**src/design/ped_pkg.sv**
```systemverilog
// shared types, constants and phase codes of the polyphonic envelope generator
package ped_pkg;

   localparam int VOICES_DEFAULT = 16;
   localparam int COUNT_WIDTH_DEFAULT = 20;

   // phase codes
   localparam logic [2:0] PH_IDLE    = 3'd0;
   localparam logic [2:0] PH_DELAY   = 3'd1;
   localparam logic [2:0] PH_ATTACK  = 3'd2;
   localparam logic [2:0] PH_HOLD    = 3'd3;
   localparam logic [2:0] PH_DECAY   = 3'd4;
   localparam logic [2:0] PH_SUSTAIN = 3'd5;
   localparam logic [2:0] PH_RELEASE = 3'd6;

   // curve codes
   localparam logic [1:0] CURVE_LIN = 2'd0;
   localparam logic [1:0] CURVE_LOG = 2'd1;
   localparam logic [1:0] CURVE_EXP = 2'd2;

   // register indexes
   localparam logic [2:0] REG_DELAY   = 3'd0;
   localparam logic [2:0] REG_HOLD    = 3'd1;
   localparam logic [2:0] REG_ATTACK  = 3'd2;
   localparam logic [2:0] REG_DECAY   = 3'd3;
   localparam logic [2:0] REG_SUSTAIN = 3'd4;
   localparam logic [2:0] REG_RELEASE = 3'd5;
   localparam logic [2:0] REG_CURVES  = 3'd6;

   // q2.30 constants, CV_MAX in q2.24
   localparam logic signed [35:0] ONE_Q30 = 36'sd1073741824;
   localparam logic signed [35:0] K_1P4   = 36'sd1503238554;
   localparam logic signed [35:0] K_0P9   = 36'sd966367642;
   localparam logic signed [35:0] K_1P1   = 36'sd1181116006;
   localparam logic signed [35:0] K_2P2   = 36'sd2362232013;
   localparam logic signed [35:0] K_0P1   = 36'sd107374182;
   localparam logic signed [35:0] K_0P01  = 36'sd10737418;
   localparam logic signed [35:0] LVL_MAX = 36'sd2147483647;
   localparam logic [26:0] CV_MAX = 27'd33554432;

   typedef struct packed {
      logic accept;
      logic load;
      logic mul1;
      logic mul2;
      logic upd;
      logic mulcv;
      logic out_load;
   } cmd_type;

   typedef struct packed {
      logic out_free;
   } status_type;

   function automatic logic [30:0] cap_one(input logic [30:0] v);
      cap_one = (v > 31'd1073741824) ? 31'd1073741824 : v;
   endfunction

endpackage

```
**src/design/ped_ctrl.sv**
```systemverilog
// envelope sequencer: steps one word through load, two multiplies, update, gain multiply, output
module ped_ctrl (
   input  logic                 clock,
   input  logic                 reset,
   input  logic                 req_valid,
   output logic                 req_stall,
   input  ped_pkg::status_type  status,
   output ped_pkg::cmd_type     cmd
);

   localparam logic [2:0] ST_IDLE  = 3'd0;
   localparam logic [2:0] ST_LOAD  = 3'd1;
   localparam logic [2:0] ST_MUL1  = 3'd2;
   localparam logic [2:0] ST_MUL2  = 3'd3;
   localparam logic [2:0] ST_UPD   = 3'd4;
   localparam logic [2:0] ST_MULCV = 3'd5;
   localparam logic [2:0] ST_OUT   = 3'd6;

   logic [2:0] state_ff, state_in;

   always_comb begin
      state_in = state_ff;
      cmd = '0;
      case (state_ff)
         ST_IDLE: begin
            if (req_valid) begin
               cmd.accept = 1'b1;
               state_in = ST_LOAD;
            end
         end
         ST_LOAD: begin
            cmd.load = 1'b1;
            state_in = ST_MUL1;
         end
         ST_MUL1: begin
            cmd.mul1 = 1'b1;
            state_in = ST_MUL2;
         end
         ST_MUL2: begin
            cmd.mul2 = 1'b1;
            state_in = ST_UPD;
         end
         ST_UPD: begin
            cmd.upd = 1'b1;
            state_in = ST_MULCV;
         end
         ST_MULCV: begin
            cmd.mulcv = 1'b1;
            state_in = ST_OUT;
         end
         ST_OUT: begin
            if (status.out_free) begin
               cmd.out_load = 1'b1;
               state_in = ST_IDLE;
            end
         end
         default: state_in = ST_IDLE;
      endcase
   end

   always_ff @(posedge clock) begin
      if (reset) begin
         state_ff <= ST_IDLE;
      end else begin
         state_ff <= state_in;
      end
   end

   assign req_stall = (state_ff != ST_IDLE);

endmodule

```
**src/design/ped_datapath.sv**
```systemverilog
// datapath: registers, voice state memory, shared multiplier and output register
module ped_datapath #(
   parameter int VOICES      = ped_pkg::VOICES_DEFAULT,
   parameter int COUNT_WIDTH = ped_pkg::COUNT_WIDTH_DEFAULT
) (
   input  logic                 clock,
   input  logic                 reset,
   input  ped_pkg::cmd_type     cmd,
   output ped_pkg::status_type  status,
   input  logic                 csr_write_enable,
   input  logic [2:0]           csr_index,
   input  logic [30:0]          csr_data,
   input  logic [3:0]           req_voice,
   input  logic signed [15:0]   req_gate_sample,
   input  logic [15:0]          req_gain_sample,
   input  logic                 req_gain_present,
   input  logic                 req_block_end,
   output logic                 rsp_valid,
   input  logic                 rsp_stall,
   output logic [3:0]           rsp_out_voice,
   output logic [25:0]          rsp_cv_out,
   output logic                 rsp_out_block_end
);

   localparam int VW = (VOICES > 1) ? $clog2(VOICES) : 1;
   localparam int CW = COUNT_WIDTH;
   localparam int WW = 3 + 32 + CW;

   // configuration
   logic [19:0] delay_ff, hold_ff;
   logic [30:0] attack_ff, decay_ff, sustain_ff, release_ff;
   logic [5:0]  curves_ff;

   always_ff @(posedge clock) begin
      if (reset) begin
         delay_ff   <= 20'd5;
         hold_ff    <= 20'd5;
         attack_ff  <= 31'd44739;
         decay_ff   <= 31'd74565;
         sustain_ff <= 31'd536870912;
         release_ff <= 31'd74565;
         curves_ff  <= 6'd42;
      end else if (csr_write_enable) begin
         case (csr_index)
            ped_pkg::REG_DELAY:   delay_ff   <= csr_data[19:0];
            ped_pkg::REG_HOLD:    hold_ff    <= csr_data[19:0];
            ped_pkg::REG_ATTACK:  attack_ff  <= csr_data;
            ped_pkg::REG_DECAY:   decay_ff   <= csr_data;
            ped_pkg::REG_SUSTAIN: sustain_ff <= csr_data;
            ped_pkg::REG_RELEASE: release_ff <= csr_data;
            ped_pkg::REG_CURVES:  curves_ff  <= csr_data[5:0];
            default: ;
         endcase
      end
   end

   // latched input word
   logic [3:0]        voice_ff;
   logic signed [15:0] gate_ff;
   logic [16:0]       gain_ff;
   logic              blk_ff;
   logic              in_range_ff;
   logic [VW-1:0]     idx_ff;

   // voice state memory, valid bits stand in for the reset value
   logic [WW-1:0]     mem [VOICES];
   logic [VOICES-1:0] vld_ff;
   logic [WW-1:0]     rd_ff;
   logic              rd_vld_ff;
   logic [VW-1:0]     idx_in;

   assign idx_in = VW'(req_voice);

   always_ff @(posedge clock) begin
      if (cmd.accept) begin
         voice_ff    <= req_voice;
         gate_ff     <= req_gate_sample;
         gain_ff     <= {1'b0, req_gain_sample} + (req_gain_present ? 17'd0 : 17'd32768);
         blk_ff      <= req_block_end;
         in_range_ff <= (32'(req_voice) < VOICES);
         idx_ff      <= idx_in;
         rd_ff       <= mem[idx_in];
         rd_vld_ff   <= vld_ff[idx_in];
      end
   end

   // working state
   logic [2:0]    ph_ff, ph_in, ph_ld;
   logic [31:0]   lvl_ff, lvl_in;
   logic [CW-1:0] cnt_ff, cnt_in, cnt_ld;
   logic [2:0]    rph;
   logic [31:0]   rlvl;
   logic [CW-1:0] rcnt;

   always_comb begin
      rph  = rd_vld_ff ? rd_ff[WW-1 -: 3] : ped_pkg::PH_IDLE;
      rlvl = rd_vld_ff ? rd_ff[CW +: 32] : 32'd0;
      rcnt = rd_vld_ff ? rd_ff[CW-1:0] : '0;
      ph_ld  = rph;
      cnt_ld = rcnt;
      if (gate_ff > 16'sd16384 && rph == ped_pkg::PH_IDLE) begin
         ph_ld  = ped_pkg::PH_DELAY;
         cnt_ld = CW'(delay_ff);
      end else if (gate_ff < 16'sd16384 && rph != ped_pkg::PH_IDLE) begin
         ph_ld = ped_pkg::PH_RELEASE;
      end
   end

   // phase step and curve
   logic [30:0]        st;
   logic [1:0]         curve;
   logic signed [35:0] st_s, sus_s, lvl_s;
   logic [30:0]        sus;

   always_comb begin
      sus = ped_pkg::cap_one(sustain_ff);
      case (ph_ff)
         ped_pkg::PH_ATTACK: begin
            st = ped_pkg::cap_one(attack_ff);
            curve = curves_ff[1:0];
         end
         ped_pkg::PH_DECAY: begin
            st = ped_pkg::cap_one(decay_ff);
            curve = curves_ff[3:2];
         end
         default: begin
            st = ped_pkg::cap_one(release_ff);
            curve = curves_ff[5:4];
         end
      endcase
      st_s  = $signed({5'd0, st});
      sus_s = $signed({5'd0, sus});
      lvl_s = $signed({4'd0, lvl_ff});
   end

   logic two_mul;
   assign two_mul = (curve == ped_pkg::CURVE_LOG) || (curve == ped_pkg::CURVE_EXP);

   // first and second multiply operands
   logic signed [35:0] a1;
   logic [35:0]        a1_mag;
   logic [31:0]        b2;

   always_comb begin
      case (ph_ff)
         ped_pkg::PH_ATTACK: begin
            if (curve == ped_pkg::CURVE_LOG) a1 = ped_pkg::K_1P4 - lvl_s;
            else a1 = ped_pkg::K_1P1 - lvl_s;
            b2 = (curve == ped_pkg::CURVE_LOG) ? ped_pkg::K_0P9[31:0]
                                              : 32'(ped_pkg::K_2P2 - st_s);
         end
         ped_pkg::PH_DECAY: begin
            if (two_mul) a1 = lvl_s - sus_s + ped_pkg::K_0P1;
            else a1 = lvl_s - sus_s;
            b2 = (curve == ped_pkg::CURVE_LOG) ? 32'(ped_pkg::K_2P2 - st_s)
                                              : ped_pkg::K_0P9[31:0];
         end
         default: begin
            a1 = lvl_s;
            b2 = (curve == ped_pkg::CURVE_LOG) ? 32'(ped_pkg::K_2P2 - st_s)
                                              : ped_pkg::K_0P9[31:0];
         end
      endcase
      a1_mag = a1[35] ? 36'(-a1) : 36'(a1);
   end

   // shared multiplier
   logic [63:0] prod_ff, prod_in, rsum;
   logic [33:0] rmag;
   logic [31:0] mul_a, mul_b;
   logic        neg_ff;
   logic signed [35:0] r1_ff;

   assign rsum = prod_ff + 64'd536870912;
   assign rmag = rsum[63:30];

   always_comb begin
      mul_a = a1_mag[31:0];
      mul_b = {1'b0, st};
      if (cmd.mul2) begin
         mul_a = rmag[31:0];
         mul_b = b2;
      end else if (cmd.mulcv) begin
         mul_a = lvl_ff;
         mul_b = {15'd0, gain_ff};
      end
      prod_in = {32'd0, mul_a} * {32'd0, mul_b};
   end

   always_ff @(posedge clock) begin
      if (cmd.mul1 || cmd.mul2 || cmd.mulcv) prod_ff <= prod_in;
      if (cmd.mul1) neg_ff <= a1[35];
      if (cmd.mul2) r1_ff <= neg_ff ? -$signed({2'd0, rmag}) : $signed({2'd0, rmag});
   end

   // level update
   logic signed [35:0] d2, delta, nl;

   always_comb begin
      d2 = neg_ff ? -$signed({2'd0, rmag}) : $signed({2'd0, rmag});
      delta = two_mul ? d2 : r1_ff;
      nl = lvl_s;
      ph_in = ph_ff;
      cnt_in = cnt_ff;
      case (ph_ff)
         ped_pkg::PH_DELAY, ped_pkg::PH_HOLD: begin
            if (cnt_ff <= CW'(1)) begin
               cnt_in = '0;
               ph_in = (ph_ff == ped_pkg::PH_DELAY) ? ped_pkg::PH_ATTACK : ped_pkg::PH_DECAY;
            end else begin
               cnt_in = cnt_ff - CW'(1);
            end
         end
         ped_pkg::PH_ATTACK: begin
            nl = lvl_s + (two_mul ? delta : st_s);
            if (nl >= ped_pkg::ONE_Q30) begin
               nl = ped_pkg::ONE_Q30;
               cnt_in = CW'(hold_ff);
               ph_in = ped_pkg::PH_HOLD;
            end
         end
         ped_pkg::PH_DECAY: begin
            nl = lvl_s - delta;
            if (nl <= sus_s) begin
               nl = sus_s;
               ph_in = ped_pkg::PH_SUSTAIN;
            end
         end
         ped_pkg::PH_RELEASE: begin
            nl = lvl_s - delta - st_s;
            if (nl < ped_pkg::K_0P01) begin
               nl = '0;
               ph_in = ped_pkg::PH_IDLE;
            end
         end
         default: ;
      endcase
      if (nl < 0) nl = '0;
      if (nl > ped_pkg::LVL_MAX) nl = ped_pkg::LVL_MAX;
      lvl_in = nl[31:0];
   end

   always_ff @(posedge clock) begin
      if (cmd.load) begin
         ph_ff  <= ph_ld;
         lvl_ff <= rlvl;
         cnt_ff <= cnt_ld;
      end else if (cmd.upd) begin
         ph_ff  <= ph_in;
         lvl_ff <= lvl_in;
         cnt_ff <= cnt_in;
      end
   end

   always_ff @(posedge clock) begin
      if (cmd.upd && in_range_ff) mem[idx_ff] <= {ph_in, lvl_in, cnt_in};
   end

   always_ff @(posedge clock) begin
      if (reset) begin
         vld_ff <= '0;
      end else if (cmd.upd && in_range_ff) begin
         vld_ff[idx_ff] <= 1'b1;
      end
   end

   // output register
   logic [43:0] cv_sum;
   logic [26:0] cv_raw;
   logic [25:0] cv_in;
   logic        rsp_valid_ff;

   assign cv_sum = 44'((prod_ff[47:0] + 48'd1048576) >> 21);
   assign cv_raw = cv_sum[26:0];
   assign cv_in  = !in_range_ff ? 26'd0 :
                   (cv_raw > ped_pkg::CV_MAX) ? ped_pkg::CV_MAX[25:0] : cv_raw[25:0];

   always_ff @(posedge clock) begin
      if (reset) begin
         rsp_valid_ff <= 1'b0;
      end else if (cmd.out_load) begin
         rsp_valid_ff <= 1'b1;
      end else if (!rsp_stall) begin
         rsp_valid_ff <= 1'b0;
      end
   end

   always_ff @(posedge clock) begin
      if (cmd.out_load) begin
         rsp_out_voice     <= voice_ff;
         rsp_cv_out        <= cv_in;
         rsp_out_block_end <= blk_ff;
      end
   end

   assign rsp_valid = rsp_valid_ff;
   assign status.out_free = !rsp_valid_ff || !rsp_stall;

endmodule

```
**src/design/poly_dahdsr_envelope_top.sv**
```systemverilog
// top level of the polyphonic dahdsr envelope generator
// polyphonic delay-attack-hold-decay-sustain-release envelope: each accepted word carries
// one sample for one voice; the voice's phase, q2.30 level and countdown are read from a
// small state memory, stepped once and written back, and one result word with the level
// times gain (q2.24, rounded, saturated to 2.0) is returned. from accept to result the
// sequencer steps through memory read, two passes through one shared 32x32 multiplier
// for the curve, the level update, one multiplier pass for the gain and the output load,
// which waits while a stalled result still holds the output register.
// the next word is taken once the sequencer is back in idle, even while the previous result
// still waits on the output register. no clearing pass is needed after reset.
module poly_dahdsr_envelope_top #(
   parameter int VOICES      = ped_pkg::VOICES_DEFAULT,
   parameter int COUNT_WIDTH = ped_pkg::COUNT_WIDTH_DEFAULT
) (
   input  logic                clock,
   input  logic                reset,
   // configuration writes
   input  logic                csr_write_enable,
   input  logic [2:0]          csr_index,
   input  logic [30:0]         csr_data,
   // input words
   input  logic                req_valid,
   output logic                req_stall,
   input  logic [3:0]          req_voice,
   input  logic signed [15:0]  req_gate_sample,
   input  logic [15:0]         req_gain_sample,
   input  logic                req_gain_present,
   input  logic                req_block_end,
   // result words
   output logic                rsp_valid,
   input  logic                rsp_stall,
   output logic [3:0]          rsp_out_voice,
   output logic [25:0]         rsp_cv_out,
   output logic                rsp_out_block_end
);

   ped_pkg::cmd_type    cmd;
   ped_pkg::status_type status;

   // sequencer
   ped_ctrl u_ctrl (
      .clock     (clock),
      .reset     (reset),
      .req_valid (req_valid),
      .req_stall (req_stall),
      .status    (status),
      .cmd       (cmd)
   );

   // state memory, multiplier and output register
   ped_datapath #(
      .VOICES      (VOICES),
      .COUNT_WIDTH (COUNT_WIDTH)
   ) u_datapath (
      .clock             (clock),
      .reset             (reset),
      .cmd               (cmd),
      .status            (status),
      .csr_write_enable  (csr_write_enable),
      .csr_index         (csr_index),
      .csr_data          (csr_data),
      .req_voice         (req_voice),
      .req_gate_sample   (req_gate_sample),
      .req_gain_sample   (req_gain_sample),
      .req_gain_present  (req_gain_present),
      .req_block_end     (req_block_end),
      .rsp_valid         (rsp_valid),
      .rsp_stall         (rsp_stall),
      .rsp_out_voice     (rsp_out_voice),
      .rsp_cv_out        (rsp_cv_out),
      .rsp_out_block_end (rsp_out_block_end)
   );

`ifndef SYNTHESIS
   // one sequencer step at a time
   a_cmd_onehot: assert property (@(posedge clock) disable iff (reset)
      $onehot0({cmd.accept, cmd.load, cmd.mul1, cmd.mul2, cmd.upd, cmd.mulcv, cmd.out_load}))
      else $error("more than one sequencer command");
   // an accepted word blocks the input until its result is loaded
   a_busy_after_accept: assert property (@(posedge clock) disable iff (reset)
      req_valid && !req_stall |=> req_stall)
      else $error("input taken while busy");
   // never overwrite a stalled result
   a_no_overwrite: assert property (@(posedge clock) disable iff (reset)
      cmd.out_load |-> !(rsp_valid && rsp_stall))
      else $error("result overwritten while stalled");
`endif

endmodule

```
**config.mk**
```make
export PLATFORM = sky130hd
export DESIGN_NAME = poly_dahdsr_envelope_top
export DESIGN_NICKNAME = d
export VERILOG_FILES = /design/src/design/ped_pkg.sv /design/src/design/ped_ctrl.sv /design/src/design/ped_datapath.sv /design/src/design/poly_dahdsr_envelope_top.sv
export SDC_FILE = /design/constraint.sdc
export NUM_CORES = 2
export LEC_CHECK = 0
export BUFFER_PORTS_ARGS = -buffer_cell sky130_fd_sc_hd__buf_2
export CORE_ASPECT_RATIO = 0.7
export CORE_UTILIZATION = 60
export CTS_BUF_LIST = sky130_fd_sc_hd__clkbuf_2
export DETAILED_ROUTE_END_ITERATION = 8
export PLACE_DENSITY = 0.76
export SETUP_SLACK_MARGIN = 0.5
export SLEW_MARGIN = 20
export SYNTH_ARGS = -nofsm -noshare
export SYNTH_HDL_FRONTEND = slang
export SYNTH_SLANG_ARGS = --single-unit
```
**constraint.sdc**
```tcl
create_clock -name clock -period 15.35 [get_ports clock]
set_clock_uncertainty 0.1 [all_clocks]
set_input_delay 1.535 -clock clock [delete_from_list [all_inputs] [get_ports clock]]
set_output_delay 1.535 -clock clock [all_outputs]
set_load 0.05 [all_outputs]
```
==> impl_metrics.ini <==
[clock_network]
h-tree-depth = 5
cts_root_buffer = clkbuf_2
clk_pin_slew_ns = 0.13
numCtsBuffers = 320
clk_latency_ns = 1.86
cts_tree = yes
clock-sinks = 1331
cts_buffer_depth = 4

[sta]
tightest_slew_ns = 1.27
final_hold_viol_count = 0
drv_slew = 0
finalCritPeriodShare_pct = 94.6
timing.fmax_mhz = 68.9
worst_slack_ns = 0.830
fin_tns_setup_ns = 0
finalSetupViolCount = 0
whs_ns = 0.205
rsz0062_at_grt = false
slew_headroom_pct = 14.6
min_period_ns = 14.52

[global_routing]
grt-ovfl-total = 0
track_usage_pct = 47.8
grt_max_degree = 118
grt_pass1_vias = 79300
antenna_found_initial = 35
grt_pass1_wl_um = 562000

[critical_path]
worstPathMaxFanout = 14
arrival_ns = 15.94
cp_slowest_cell = fa_1
crit_buf_inv = 9
endpoint_kind = flip-flop
r2r-start = u_datapath.sustain_ff[25]
worstReg2RegEnd = u_datapath.prod_ff[63]
crit_required_ns = 16.77
r2r_setup_slack_ns = 0.83
r2r_cells = 51
cpMostUsedCell = fa_1
crit_type = flip-flop to flip-flop
start_kind = flip-flop
cpLargestDelayFamily = adder cells
slowest_delay_ns = 0.56

[logic_synthesis]
synth_cell_types = 108
synthesis.area_mm2 = 0.0994
synth_edf_count = 1141
synth_top_area_cell = edfxtp_1
synthArstFlopShare_pct = 0
yosys_register_bits = 1331
synth_cells = 9195
yosys-top-cells-area = edfxtp_1 34%, fa_1 18%, mux4_2 6.3%
yosys_warnings = 0
yosysSeqAreaShare_pct = 38.3
synth.top_cell.area_share_pct = 34.5
post_synth.cell_area_avg_um2 = 10.8
synthFlopType = edfxtp_1

[place]
dp_slack_ns = 0.405
place_hpwl_um = 298000
dp_cells = 11500
portBuffers = 109
place.gp.congestion = 1.12

[worst_hold_path]
hold_path_depth = 4
worstHoldStart = rsp_stall
whs_endpoint = u_datapath.rsp_out_voice[3]
hold_path_class = primary input to flip-flop

[floorplan]
die_h_um = 342
start_util_pct = 60.7
dieArea_mm2 = 0.167
core_area_mm2 = 0.164
die_width_um = 488
std_cell_rows = 124
ioPinCount = 110

[finish]
num-nets-final = 11100
drive_above_1_share_pct = 15.4
syn_to_final_growth_pct = 9.59
fin_cells = 12100

[detailed_routing]
drt-initial-drc-count = 13700
drc = 5
vias = 81100
viasPerCell = 6.69
drt-total-wl_um = 398000
dr.pass1.iters = 9
wl_per_cell_um = 32.8
ant_nets = 0

[outcome]
violations = DRC
status = complete, but fails checks

[job]
cap_viol_max_count = 0
==> cells in the mapped netlist (37+ instances only) <==
cell type  number
nand2_1      1173
edfxtp_1     1141
inv_1        1076
fa_1          899
nor2_1        864
a21oi_1       470
ha_1          456
clkbuf_1      390
mux4_2        280
o21ai_0       255
xnor2_1       222
dfxtp_1       190
a21o_1        157
nand3_1       141
xor2_1        120
nor3_1        107
and2_1        100
a31oi_1        70
nand4_1        62
nand2b_1       61
o21a_1         56
nor4_1         55
and3_1         53
buf_1          53
a22oi_1        44
nor2b_1        43
mux2i_1        40
o21bai_1       38
a211oi_1       37
o21ai_1        37
==> how the worst max path moves through the flow <==
stage | start | to | slack (ns) | cells past startpoint
after floorplan | u_datapath.ph_ff[1] | u_datapath.prod_ff[56] | 1.60 | 51
after global placement | u_datapath.sustain_ff[1] | u_datapath.prod_ff[62] | 0.59 | 54
after detailed placement | u_datapath.sustain_ff[1] | u_datapath.prod_ff[61] | 0.41 | 51
after CTS | u_datapath.sustain_ff[25] | u_datapath.prod_ff[49] | 0.57 | 52
after global routing | u_datapath.sustain_ff[25] | u_datapath.prod_ff[61] | 0.52 | 49
final | u_datapath.sustain_ff[25] | u_datapath.prod_ff[63] | 0.83 | 51
==> logic make-up after synthesis <==
| group | Yosys count | synth area share (%) |
|---|---|---|
| AO/OA/AOI/OAI | 1469 | 9.47 |
| XOR/XNOR | 344 | 3.05 |
| adder cells (fa/ha/maj) | 1355 | 23.9 |
| buffers and inverters | 1553 | 5.94 |
| flip-flops | 1331 | 38.3 |
| multiplexers | 332 | 6.89 |
| other | 1 | 0.00377 |
| AND/OR/NAND/NOR | 2810 | 12.5 |
==> registers in the layout, indices dropped and copies added, names as in the netlist, 31 cells and up <==
| name | cells |
|---|---|
| u_datapath.rd_ff | 55 |
| u_datapath.decay_ff | 31 |
| u_datapath.mem | 880 |
| u_datapath.attack_ff | 31 |
| u_datapath.sustain_ff | 31 |
| u_datapath.prod_ff | 44 |
| u_datapath.lvl_ff | 32 |
| u_datapath.release_ff | 31 |
| u_datapath.r1_ff | 36 |
==> cell type report <==
class | count | area [um^2]
sequential | 1331 | 38100
timing repair buffer | 628 | 5070
multi-input combinational | 6326 | 56100
fill | 12400 | 54900
clock inverter | 62 | 404
inverter | 1079 | 4050
clock buffer | 469 | 2350
antenna | 28 | 70.1
tap | 2205 | 2760
==> routing by layer <==
| layer | wire length (um) | GRT usage (%) |
|---|---|---|
| met1 | 153000 | 68.1 |
| met2 | 150000 | 60.3 |
| met3 | 75900 | 24.9 |
| met4 | 17600 | 18.9 |
| met5 | 805 | 2.93 |
==> timing repair <==
action                                  CTS  global route
setup buffers                             0             3
endpoints found under the setup margin    6            34
resized for setup                         1            44
endpoints found under the hold margin   187             0
gates cloned                              0             1
hold buffers                             68             0
pin swaps                                 0             2
==> worst min-delay path: stages <==
cell and delay, ns:
buf_2 0.08, nand2_1 0.14, nand2_1 0.15, nor3_2 0.10
==> metrics by stage <==
| step | cell area, um^2 | utilization [%] |
|---|---|---|
| after floorplan | 99400 | - |
| after global placement | 105000 | 64.1 |
| after detailed placement | 105000 | 64.1 |
| after CTS | 108000 | 66.2 |
| after global routing | 109000 | 66.5 |
| final | 109000 | 66.5 |
==> layout by cell type, fill, tap and decap left out, types with 64 or more instances in the layout <==
cell / instances
nand2_1: 1168
clkbuf_2: 469
o21ai_0: 241
a21o_1: 157
fa_1: 899
nor2_1: 842
buf_4: 417
a21oi_1: 459
edfxtp_1: 1141
and2_1: 95
inv_1: 1075
nand3_1: 139
a31oi_1: 64
dlygate4sd3_1: 68
mux4_2: 280
nor3_1: 99
dfxtp_1: 190
buf_2: 105
xnor2_1: 218
ha_1: 454
xor2_1: 119
Power is left out: the tool's default activity adds up to more than one toggle a clock period on the data nets, which glitch-free logic cannot reach.
